**config.mk**
```make
export PLATFORM = sky130hd
export DESIGN_NAME = sacl_div
export DESIGN_NICKNAME = d
export VERILOG_FILES = /design/src/sv/sacl_pkg.sv /design/src/sv/sacl_div.sv
export SDC_FILE = /design/constraint.sdc
export NUM_CORES = 1
export LEC_CHECK = 0
export ABC_CLOCK_PERIOD_IN_PS = 3200
export BUFFER_PORTS_ARGS = -buffer_cell sky130_fd_sc_hd__buf_2
export CAP_MARGIN = 20
export CORE_MARGIN = 1
export CORE_UTILIZATION = 53
export CTS_BUF_LIST = sky130_fd_sc_hd__clkbuf_16
export DETAILED_ROUTE_END_ITERATION = 8
export GPL_TIMING_DRIVEN = 0
export PLACE_DENSITY = 0.81
export SYNTH_ARGS = -nofsm -noshare
export SYNTH_HDL_FRONTEND = slang
export SYNTH_SLANG_ARGS = --single-unit
export TNS_END_PERCENT = 5
```
**constraint.sdc**
```tcl
create_clock -name clk -period 3.2 [get_ports clk]
set_input_delay 0.64 -clock clk [delete_from_list [all_inputs] [get_ports clk]]
set_output_delay 0.64 -clock clk [all_outputs]
set_load 0.05 [all_outputs]
```
**src/sv/sacl_pkg.sv**
```systemverilog
package sacl_pkg;

	localparam int ADDR_W    = 31;
	localparam int BW_W      = 17;
	localparam int SC_W      = 7;
	localparam int WC_W      = 4;
	localparam int CFG_IDX_W = 2;
	localparam int CFG_W     = 17;

	// register indexes
	localparam logic [CFG_IDX_W-1:0] REG_BLOCK_WORDS = 2'd0;
	localparam logic [CFG_IDX_W-1:0] REG_SET_COUNT   = 2'd1;
	localparam logic [CFG_IDX_W-1:0] REG_WAY_COUNT   = 2'd2;

	// action codes
	localparam logic ACT_ACCESS = 1'b0;
	localparam logic ACT_PROBE  = 1'b1;

endpackage

```
**src/sv/sacl_div.sv**
```systemverilog
module sacl_div (
	input  logic                        clk,
	input  logic                        arst_n,
	input  logic                        start,
	input  logic [sacl_pkg::ADDR_W-1:0] dividend,
	input  logic [sacl_pkg::BW_W-1:0]   divisor,
	output logic                        done,
	output logic [sacl_pkg::ADDR_W-1:0] quotient,
	output logic [sacl_pkg::BW_W-1:0]   remainder
);
	localparam int QW = sacl_pkg::ADDR_W;
	localparam int RW = sacl_pkg::BW_W;
	localparam int CW = $clog2(QW);
	localparam logic [CW-1:0] LAST = CW'(QW - 1);

	logic [RW-1:0] rem_q;
	logic [QW-1:0] quo_q;
	logic [RW-1:0] dvs_q;
	logic [CW-1:0] cnt_q;
	logic          run_q;
	logic          done_q;
	logic [RW:0]   sh;
	logic [RW:0]   diff;
	logic          ge;

	// one quotient bit per cycle, restoring
	assign sh   = {rem_q, quo_q[QW-1]};
	assign ge   = sh >= {1'b0, dvs_q};
	assign diff = sh - {1'b0, dvs_q};

	always_ff @(posedge clk or negedge arst_n) begin
		if (!arst_n) begin
			run_q  <= 1'b0;
			done_q <= 1'b0;
			cnt_q  <= '0;
		end else begin
			done_q <= 1'b0;
			if (start) begin
				run_q <= 1'b1;
				cnt_q <= '0;
			end else if (run_q) begin
				cnt_q <= cnt_q + 1'b1;
				if (cnt_q == LAST) begin
					run_q  <= 1'b0;
					done_q <= 1'b1;
				end
			end
		end
	end

	always_ff @(posedge clk) begin
		if (start) begin
			quo_q <= dividend;
			rem_q <= '0;
			dvs_q <= divisor;
		end else if (run_q) begin
			rem_q <= ge ? diff[RW-1:0] : sh[RW-1:0];
			quo_q <= {quo_q[QW-2:0], ge};
		end
	end

	assign done      = done_q;
	assign quotient  = quo_q;
	assign remainder = rem_q;
endmodule

```
Word level (Yosys, flattened, before mapping)

Cells that the tools add are included.

$lt $le $gt $ge: 1
Add/sub/neg operators: 2
Mux-type cells: 11
Reduce and logical (&&, ||, !) cells: 1
Equal/unequal tests: 1

Operators by type and width:

| cell                | count |
|---|---|
| $mux 31             | 2 |
| $ge 18x17->1        | 1 |
| $mux 17             | 1 |
| $sub 17x17->17      | 1 |
| $mux 5              | 2 |
| $mux 1              | 6 |
| $add 5x1->5 const B | 1 |
| $eq 5x5->1 const B  | 1 |
| $reduce_bool 2->1   | 1 |

Output and inout port bits: 49
Input bits: 51
Bits in registers: 72
Logic and storage cells: 22

Logic depth before layout (Yosys ltp)

Gate-level depths: netlist of run 1.

Word-level depth: 4
Depth in mapped cells: 11
Gate-level depth less buffers: 10

Least setup slack after synthesis of run 1

Ideal clock, no wire load.

Path type: reg2reg
Start: register quo_q[30] (netlist: quotient[30])
End: register rem_q[4] (netlist: remainder[4])
Stages on the path, launching flop included: 12
Path buffers: 1
Data arrival time: 2.675 ns
Setup slack: 0.386 ns
Clock period less this slack: 2.814 ns
Data required time: 3.061 ns
Library setup time: 0.139 ns
Cell sequence: edfxtp_1 > inv_1 > ha_1 > inv_1 > fa_1 > a21o_1 > a221oi_2 > o21ai_2 > a31oi_4 > buf_6 > mux2i_1 > a211oi_1

Word-level cells in the longest chain between the ends: 2
Elaborated cells between the ends (all ways): 3
Those cells by class: add/sub (1); order compare (1); mux (1)

Ends and longest elaborated chain:

| item                                                  | RTL line                       | text |
|---|---|---|
| start: declaration                                    | sacl_div.sv:17                 | `logic [QW-1:0] quo_q;` |
| start signal: assignment                              | sacl_div.sv:53                 | `quo_q <= dividend;` |
| start signal: assignment                              | sacl_div.sv:58                 | `quo_q <= {quo_q[QW-2:0], ge};` |
| $sub 17x17->17 / $ge 18x17->1 (equally long branches) | sacl_div.sv:29, sacl_div.sv:28 |  |
| $mux 17 *                                             | sacl_div.sv:57                 | `rem_q <= ge ? diff[RW-1:0] : sh[RW-1:0];` |
| end signal: assignment                                | sacl_div.sv:57                 |  |
| end: declaration                                      | sacl_div.sv:16                 | `logic [RW-1:0] rem_q;` |

Every way passes the cells marked *; elsewhere a longest branch is shown, timed or not.
A chain may end at the register's enable or synchronous reset.

Final worst setup path of run 1

Start: register quo_q[30] (netlist: quotient[30])
End: register rem_q[14] (netlist: remainder[14])

The elaborated chain is that of the path after synthesis.

==> flow_summary.yaml, run 1 <==
global_routing:
  grt.total_usage_pct: 25.07
  grt_pass1_vias: 3059
  gr-total-overflow: 0
  grt_max_degree: 26
  antenna_found_initial: 0
  grt_pass1_wl_microns: 14170
synth:
  synth.cell_area_sq_um: 3822
  syn-num-nets: 393
  synth_warnings: 0
  ys_seq_elements: 72
  syn-mean-instance-area_sq_um: 11.87
  synthesis.instances: 322
  synth_edf_count: 48
  synth_cell_type_count: 49
  synthArstFlopShare_pct: 9.722
  synth_ff_type: "edfxtp_1"
  synth-seq-area-share_pct: 51.19
power_and_ir_drop:
  switchingPower_uw: 828.8
  swShare_pct: 30.61
  p_clk_share_pct: 36.8
  p_leak_nw: 2.240
  ir_drop_uv: 364.8
  sequentialPowerShare_pct: 41.4
  total_power_mw: 2.708
  p_int_mw: 1.879
  power_frac_comb_pct: 21.8
  power.density_nw_per_um2: 568.7
floorplan:
  num_rows: 30
  fp.dieH_microns: 86.93
  io_pins: 100
  initial_core_util_pct: 55.65
  dieArea_sq_um: 7556
  core_area_sq_um: 6869
  dieWidth_microns: 86.93
placed_design:
  gp_congestion: 0.9231
  detailed_place_hpwl_microns: 6270
  dp.cells: 518
  pre_cts_slack_ns: 0.2423
  placed_area_sq_um: 4466
  portBuffers: 99
cells_and_area:
  fin_nets: 504
  areaGrowthSynthToFinish_pct: 24.55
  diodes: 0
  postLayoutCellArea_sq_um: 4761
  final_util_pct: 69.31
  drive_gt1_share_pct: 35.84
  stdcell_count: 534
  nFillCells: 498
drt:
  post_drt_wl_per_cell_microns: 16.43
  routed_wl_microns: 8771
  vias: 2991
  drc: 0
  viasPerCell: 5.601
  antenna_left: 0
  drtIter0Drc: 276
  drt-pass1-iter-count: 5
worst_setup_path:
  arrival_ns: 3.27
  crit_path_frequent_cell: "inv_1"
  end_kind: "flop"
  r2r_setup_slack_ns: 0.16
  path_max_fanout: 10
  criticalPathCategory: "reg2reg"
  crit_family: "compound AO/OA/AOI/OAI gates"
  r2r-start: "quotient[30]$_DFFE_PP_"
  crit_chain: "inv_1, ha_1, inv_1, fa_1, a21o_1, a221oi_2, o21ai_2, a31oi_4, buf_2, a32oi_1, o31ai_1"
  cp_num_buf_inv: 3
  critPathMaxStageDelay_ns: 0.44
  ff2ff_path_depth: 11
  worst_setup_path_start_kind: "flop"
  worstPathRequired_ns: 3.43
  critPathSlowestCell: "a221oi_2"
  r2r-end: "remainder[14]$_SDFFE_PP0P_"
cts:
  clkSinkCount: 72
  cts_setup_buffers: 0
  postCtsHoldBufs: 0
  ctsResizeCount: 0
  clk_pin_slew_ns: 0.06
  cts-htree-levels: 3
  cts_inserted_buffers: 9
  ctsLongestPathBuffers: 2
  cts_tree: "done"
  cts_root_buf: "clkbuf_16"
  clk_latency_ns: 0.34
sta:
  setup_viol: 0
  fin_ws_ns: 0.1599
  hold_viol: 0
  period_share_pct: 95.00
  timing.slew.headroom_pct: 62.07
  rsz0062_at_grt: "no"
  fin_worst_skew_ns: 0.008446
  fmax_ghz: 0.3289
  fin_crit_ns: 3.040
  drv_slew: 0
  holdWs_ns: 0.1213
  max_slew.worst_pin.slew_ns: 0.5689
  final.setup.tns_ns: 0
flow_run:
  maxCapViolations: 0
hold_path:
  hp-class: "in2async"
status:
  outcome: "finished clean"
[layout make-up]
type / instances / area [sq um] / share of cell area [%]
repair buffers: 100 / 523.0 / 10.99
inverters: 24 / 90.09 / 1.892
clock inverters: 7 / 70.07 / 1.472
flip-flops and latches: 72 / 1957 / 41.10
multi-input cells: 211 / 1703 / 35.77
plain buffers: 15 / 72.57 / 1.524
clock buffers: 9 / 225.2 / 4.731
well taps: 96 / 120.1 / 2.523
[metal layers]
layer	part of all wire, %	vias up	track usage [%]
met5	0	-	0
met4	1.6	0	10.91
met3	8.1	16	8.720
met2	48	132	40.37
met1	43	1412	30.54
li1	-	1431	-
[layout by cell type (no fill, tap or decap), types with 6 or more instances in the layout]
cell type,synthesis,final
a211oi_1,8,8
a21o_1,11,11
a21oi_1,10,10
a32oi_1,7,7
buf_2,1,100
clkbuf_1,12,12
clkbuf_16,0,9
dfrtp_1,7,7
dfxtp_1,17,17
edfxtp_1,48,48
ha_1,19,19
inv_1,24,24
mux2_2,30,30
mux2i_1,10,10
nand2_1,10,10
nor2_1,20,20
o21ai_0,11,11
xnor2_1,6,6
xor2_1,10,10
[cell families (layout without fill, tap and decap cells)]
family	count (synthesis)	after routing	share of synthesized area (%)
AO/OA/AOI/OAI	74	74	14.60
XOR/XNOR	16	16	3.666
flip-flops	72	72	51.19
AND/OR/NAND/NOR	61	61	8.085
adder cells (fa/ha/maj)	20	20	6.743
multiplexers	40	40	11.46
buffers and inverters	39	155	4.255
[sequential cells by signal, indices dropped and copies added, names as in the netlist]
register	count
done	1
run_q	1
dvs_q	17
remainder	17
cnt_q	5
quotient	31
[power groups by stage]
stage	Sequential (mW)	Clock [mW]	Combinational, mW
2_1_floorplan	1.32	0	0.249
3_3_place_gp	1.14	0	0.571
3_5_place_dp	1.14	0	0.584
4_1_cts	1.12	1.00	0.588
5_1_grt	1.13	1.04	0.630
6_report	1.12	0.996	0.589
[worst max path at each step]
stage	endpoint	slack, ns	start	cells past startpoint
CTS	remainder[10]$_SDFFE_PP0P_	0.16	quotient[30]$_DFFE_PP_	11
global route	remainder[14]$_SDFFE_PP0P_	0.0005	quotient[30]$_DFFE_PP_	11
detailed placement	remainder[10]$_SDFFE_PP0P_	0.24	quotient[30]$_DFFE_PP_	11
global placement	quotient[30]$_DFFE_PP_	-0.03	start	5
finish	remainder[14]$_SDFFE_PP0P_	0.16	quotient[30]$_DFFE_PP_	11
floorplan	remainder[4]$_SDFFE_PP0P_	0.39	quotient[30]$_DFFE_PP_	11
[Yosys cell counts, types with 2 or more instances]
library cell / n / share of area [%]
o2111ai_1: 2 / 0.46
nand3_1: 3 / 0.39
ha_1: 19 / 6.2
a21oi_1: 10 / 1.3
a221o_1: 2 / 0.52
o21bai_1: 2 / 0.39
buf_6: 2 / 0.59
mux2i_1: 10 / 2.6
mux2_2: 30 / 8.8
nand2b_1: 5 / 0.82
nor2_1: 20 / 2.0
xor2_1: 10 / 2.3
dfrtp_1: 7 / 4.6
nor3_1: 3 / 0.39
nand2_1: 10 / 0.98
dfxtp_1: 17 / 8.9
a32oi_1: 7 / 1.6
and4_1: 3 / 0.69
a31oi_1: 2 / 0.33
and3_1: 5 / 0.82
a211oi_1: 8 / 1.6
o21ai_0: 11 / 1.4
clkbuf_1: 12 / 1.2
xnor2_1: 6 / 1.4
a21o_1: 11 / 2.2
and2_1: 2 / 0.33
or2_2: 4 / 0.65
nand4_1: 4 / 0.65
a211o_1: 2 / 0.46
edfxtp_1: 48 / 38
o31ai_1: 2 / 0.39
a2111oi_0: 2 / 0.46
a31o_2: 2 / 0.46
inv_1: 24 / 2.4
Power figures use the tool's default switching activity.
==> inputs of run 2 (changes only) <==
--- a/config.mk
+++ b/config.mk
@@ -7,7 +7,7 @@
 export LEC_CHECK = 0
 export ABC_CLOCK_PERIOD_IN_PS = 3200
 export BUFFER_PORTS_ARGS = -buffer_cell sky130_fd_sc_hd__buf_2
-export CAP_MARGIN = 20
+export CORE_ASPECT_RATIO = 1.75
 export CORE_MARGIN = 1
 export CORE_UTILIZATION = 53
 export CTS_BUF_LIST = sky130_fd_sc_hd__clkbuf_16
==> flow_summary.yaml, run 2 (synthesis results as in run 1) <==
cells_and_area:
  largest_register_ff_count: 31
  diodes: 0
  areaGrowthSynthToFinish_pct: 24.78
  fin_nets: 503
  stdcell_count: 521
  final_util_pct: 69.06
  final_common_cell: "buf_2"
  nFillCells: 527
  drive_gt1_share_pct: 35.70
  postLayoutCellArea_sq_um: 4770
  final_cell_mix: "100 x buf_2, 48 x edfxtp_1, 30 x mux2_2, 24 x inv_1, 20 x nor2_1"
floorplan:
  initial_core_util_pct: 55.34
  num_rows: 40
  dieArea_sq_um: 7569
  core_area_sq_um: 6907
  fp.dieH_microns: 114.3
  io_pins: 100
  dieWidth_microns: 66.20
cts:
  ctsResizeCount: 0
  clkSinkCount: 72
  postCtsHoldBufs: 0
  cts_inserted_buffers: 9
  clk_latency_ns: 0.34
  cts_root_buf: "clkbuf_16"
  ctsLongestPathBuffers: 2
  clk_pin_slew_ns: 0.06
  cts_setup_buffers: 0
  cts_tree: "done"
  cts-htree-levels: 3
worst_setup_path:
  end_kind: "flop"
  criticalPathCategory: "reg2reg"
  arrival_ns: 3.20
  worstPathRequired_ns: 3.39
  worst_setup_path_start_kind: "flop"
  path_max_fanout: 10
sta:
  setup_viol: 0
  hold_viol: 0
  final.setup.tns_ns: 0
  max_slew.worst_pin.slew_ns: 1.123
  drv_slew: 0
  fmax_ghz: 0.3318
  holdWs_ns: 0.1293
  rsz0062_at_grt: "no"
  timing.slew.headroom_pct: 25.05
  fin_crit_ns: 3.014
  period_share_pct: 94.18
  fin_worst_skew_ns: 0.007299
  fin_ws_ns: 0.1863
drt:
  drtIter0Drc: 179
  drt-pass1-iter-count: 4
  viasPerCell: 5.797
  post_drt_wl_per_cell_microns: 17.45
  vias: 3020
  drc: 0
  antenna_left: 0
  routed_wl_microns: 9089
status:
  outcome: "finished clean"
power_and_ir_drop:
  power.density_nw_per_um2: 597.3
  total_power_mw: 2.849
  ir_drop_uv: 489.7
  p_leak_nw: 2.250
placed_design:
  detailed_place_hpwl_microns: 6819
  portBuffers: 99
  placed_area_sq_um: 4423
  pre_cts_slack_ns: -0.1225
  dp.cells: 505
  gp_congestion: 0.8987
global_routing:
  grt_pass1_vias: 3233
  grt.total_usage_pct: 26.66
  grt_pass1_wl_microns: 14790
  antenna_found_initial: 0
  grt_max_degree: 32
  gr-total-overflow: 0
flow_run:
  maxCapViolations: 0
hold_path:
  hp-class: "in2async"
[run 2: cell types whose count changed in the layout (fill, tap and decap cells not counted)]
cell / previous run / this run
a221oi_2: 1 / 0
a221oi_4: 0 / 1
buf_16: 1 / 0
bufinv_16: 1 / 3
clkinv_2: 0 / 1
clkinvlp_4: 2 / 1
inv_6: 2 / 0
[run 2: per-layer routing]
metal,track usage (%),up-vias,part of all wire (%)
li1,-,1429,-
met1,26.92,1431,36
met2,47.82,129,54
met3,7.171,31,6.4
met4,14.89,0,4.1
met5,0,-,0
[run 2: power by group]
group | total [mW] | switching, mW | internal (mW)
clock | 1.13 | 0.376 | 0.754
combinational | 0.597 | 0.397 | 0.200
sequential | 1.12 | 0.0446 | 1.08
[run 2: final cells by class]
class	count	area [sq um]	area share, %
well taps	84	105.1	2.204
clock inverters	7	110.1	2.309
multi-input cells	211	1714	35.94
flip-flops and latches	72	1957	41.03
repair buffers	99	495.5	10.39
plain buffers	15	72.57	1.522
clock buffers	9	225.2	4.722
inverters	24	90.09	1.889
[run 2: critical path: stages (launching register included)]
cell	delay, ns
edfxtp_1	0.41
inv_1	0.08
ha_1	0.16
inv_1	0.05
fa_1	0.40
a21o_1	0.24
a221oi_4	0.44
o21ai_2	0.19
a31oi_4	0.32
buf_6	0.22
mux2i_1	0.24
a211oi_1	0.11
[run 2: final timing paths]
| check | slack [ns] | start | to | depth (start not counted) |
|---|---|---|---|---|
| max in group asynchronous | 2.92 | arst_n | cnt_q[0]$_DFFE_PN0P_ | 1 |
| min in group clk | 0.48 | divisor[12] | dvs_q[12]$_DFFE_PP_ | 1 |
| worst min register to register | 0.51 | remainder[12]$_SDFFE_PP0P_ | remainder[12]$_SDFFE_PP0P_ | 2 |
| worst max-delay path | 0.19 | quotient[30]$_DFFE_PP_ | remainder[6]$_SDFFE_PP0P_ | 11 |
| worst max register to register | 0.19 | quotient[30]$_DFFE_PP_ | remainder[6]$_SDFFE_PP0P_ | 11 |
| worst min-delay path | 0.13 | arst_n | done$_DFF_PN0_ | 1 |
==> inputs of run 3 (changes only) <==
--- a/config.mk
+++ b/config.mk
@@ -7,13 +7,15 @@
 export LEC_CHECK = 0
 export ABC_CLOCK_PERIOD_IN_PS = 3200
 export BUFFER_PORTS_ARGS = -buffer_cell sky130_fd_sc_hd__buf_2
+export CELL_PAD_IN_SITES_DETAIL_PLACEMENT = 0
+export CELL_PAD_IN_SITES_GLOBAL_PLACEMENT = 1
 export CORE_ASPECT_RATIO = 1.75
 export CORE_MARGIN = 1
-export CORE_UTILIZATION = 53
+export CORE_UTILIZATION = 41
 export CTS_BUF_LIST = sky130_fd_sc_hd__clkbuf_16
 export DETAILED_ROUTE_END_ITERATION = 8
 export GPL_TIMING_DRIVEN = 0
-export PLACE_DENSITY = 0.81
+export PLACE_DENSITY = 0.8
 export SYNTH_ARGS = -nofsm -noshare
 export SYNTH_HDL_FRONTEND = slang
 export SYNTH_SLANG_ARGS = --single-unit
==> flow_summary.yaml, run 3 (synthesis results as in run 1) <==
cts:
  clkSinkCount: 72
  cts_inserted_buffers: 9
  cts_tree: "done"
  clk_pin_slew_ns: 0.05
  postCtsHoldBufs: 0
  ctsLongestPathBuffers: 2
  cts-htree-levels: 3
  cts_root_buf: "clkbuf_16"
  clk_latency_ns: 0.33
placed_design:
  detailed_place_hpwl_microns: 7342
  placed_area_sq_um: 4468
  dp.cells: 541
  portBuffers: 99
  gp_congestion: 0.8781
cells_and_area:
  final_cell_mix: "100 x buf_2, 48 x edfxtp_1, 30 x mux2_2, 26 x inv_1, 20 x nor2_1"
  nFillCells: 820
  areaGrowthSynthToFinish_pct: 24.65
  largest_register_ff_count: 31
  postLayoutCellArea_sq_um: 4765
  seqCellArea_sq_um: 1957
  diodes: 0
  drive_gt1_share_pct: 35.70
  fin_nets: 503
  multiInputGateArea_sq_um: 1714
  stdcell_count: 557
  final_common_cell: "buf_2"
global_routing:
  antenna_found_initial: 0
  grt_pass1_wl_microns: 15370
  grt_pass1_vias: 3170
  grt_max_degree: 32
  grt.total_usage_pct: 21.61
  gr-total-overflow: 0
worst_setup_path:
  criticalPathCategory: "in2reg"
  end_kind: "flop"
  cp-startpoint: "start"
  critPathSlowestCell: "clkinvlp_4"
  worstPathRequired_ns: 3.07
  arrival_ns: 2.85
  critPathMaxStageDelay_ns: 0.79
  cp_num_buf_inv: 4
  crit_path_frequent_cell: "clkbuf_1"
  crit_chain: "buf_2, clkbuf_1, nor2_1, clkbuf_1, clkinvlp_4"
  path_max_fanout: 31
  r2r-start: "quotient[30]$_DFFE_PP_"
  worst_setup_path_start_kind: "primary input"
  crit_family: "buffers and inverters"
power_and_ir_drop:
  power.density_nw_per_um2: 561.2
  total_power_mw: 2.674
  p_leak_nw: 2.242
  ir_drop_uv: 400.4
hold_path:
  hp-class: "in2async"
drt:
  viasPerCell: 5.404
  routed_wl_microns: 9641
  antenna_left: 0
  drtIter0Drc: 169
  post_drt_wl_per_cell_microns: 17.31
  drc: 0
  drt-pass1-iter-count: 4
  vias: 3010
floorplan:
  dieWidth_microns: 74.99
  core_area_sq_um: 9036
  dieArea_sq_um: 9728
  fp.dieH_microns: 129.7
  num_rows: 46
  io_pins: 100
  initial_core_util_pct: 42.30
sta:
  drv_slew: 0
  rsz0062_at_grt: "yes"
  period_share_pct: 93.14
  fin_worst_skew_ns: 0.003840
  holdWs_ns: 0.1359
  fmax_ghz: 0.3355
  setup_viol: 0
  final.setup.tns_ns: 0
  fin_crit_ns: 2.981
  timing.slew.headroom_pct: 52.77
  hold_viol: 0
  max_slew.worst_pin.slew_ns: 0.7084
status:
  outcome: "finished clean"
flow_run:
  maxCapViolations: 0
run 3: cell types whose count changed in the layout (fill, tap and decap cells not counted), sizes merged:
cell    previous run  this run
inv               24        26
bufinv             3         1
run 3: path summary, 6_finish.rpt:
check / to / slack [ns] / depth (start not counted)
min in group clk: dvs_q[14]$_DFFE_PP_ / 0.48 / 1
setup / recovery: quotient[3]$_DFFE_PP_ / 0.22 / 5
setup reg to reg: quotient[0]$_DFFE_PP_ / 0.29 / 10
hold reg to reg: remainder[12]$_SDFFE_PP0P_ / 0.50 / 2
max in group asynchronous: cnt_q[0]$_DFFE_PN0P_ / 2.91 / 1
hold / removal: done$_DFF_PN0_ / 0.14 / 1
run 3: timing repair:
item | in CTS | in global routing
hold endpoints to repair | 0 | 0
setup buffers | 0 | 0
gates resized for setup | 0 | 2
endpoints found under the setup margin | 0 | 33
run 3: final cells by class:
class / instances / share of cell area (%)
buffer: 15 / 1.523
clock inverter: 7 / 1.182
tap: 120 / 3.151
inverter: 24 / 1.970
timing repair buffer: 99 / 10.40
multi-input combinational: 211 / 35.98
clock buffer: 9 / 4.727
sequential: 72 / 41.07
run 3: through the flow:
step                utilization [%]  setup slack (ns)
floorplan                         -            0.3865
global placement              49.45           -0.1831
detailed placement            49.45           -0.2625
CTS                           52.56           0.08443
global route                  52.73          -0.05279
finish                        52.73            0.2194
run 3: per-layer routing:
| layer | track usage (%) | vias to the layer above | wire [microns] |
|---|---|---|---|
| li1 | - | 1438 | - |
| met1 | 21.51 | 1437 | 3525 |
| met2 | 38.69 | 110 | 5180 |
| met3 | 6.100 | 25 | 476 |
| met4 | 12.65 | 0 | 458 |
| met5 | 0 | - | 0 |
run 3: worst register-to-register path, stage by stage, from the launching register on:
cell	delay (ns)
edfxtp_1	0.42
inv_1	0.08
ha_1	0.16
inv_1	0.06
fa_1	0.39
a21o_1	0.24
a221oi_4	0.37
o21ai_2	0.18
a31oi_4	0.32
buf_2	0.32
mux2i_1	0.11
run 3: report_power, final:
| part | switching [mW] | total, mW | internal (mW) |
|---|---|---|---|
| registers | 0.0465 | 1.12 | 1.08 |
| clock network | 0.363 | 0.953 | 0.590 |
| logic | 0.397 | 0.596 | 0.200 |
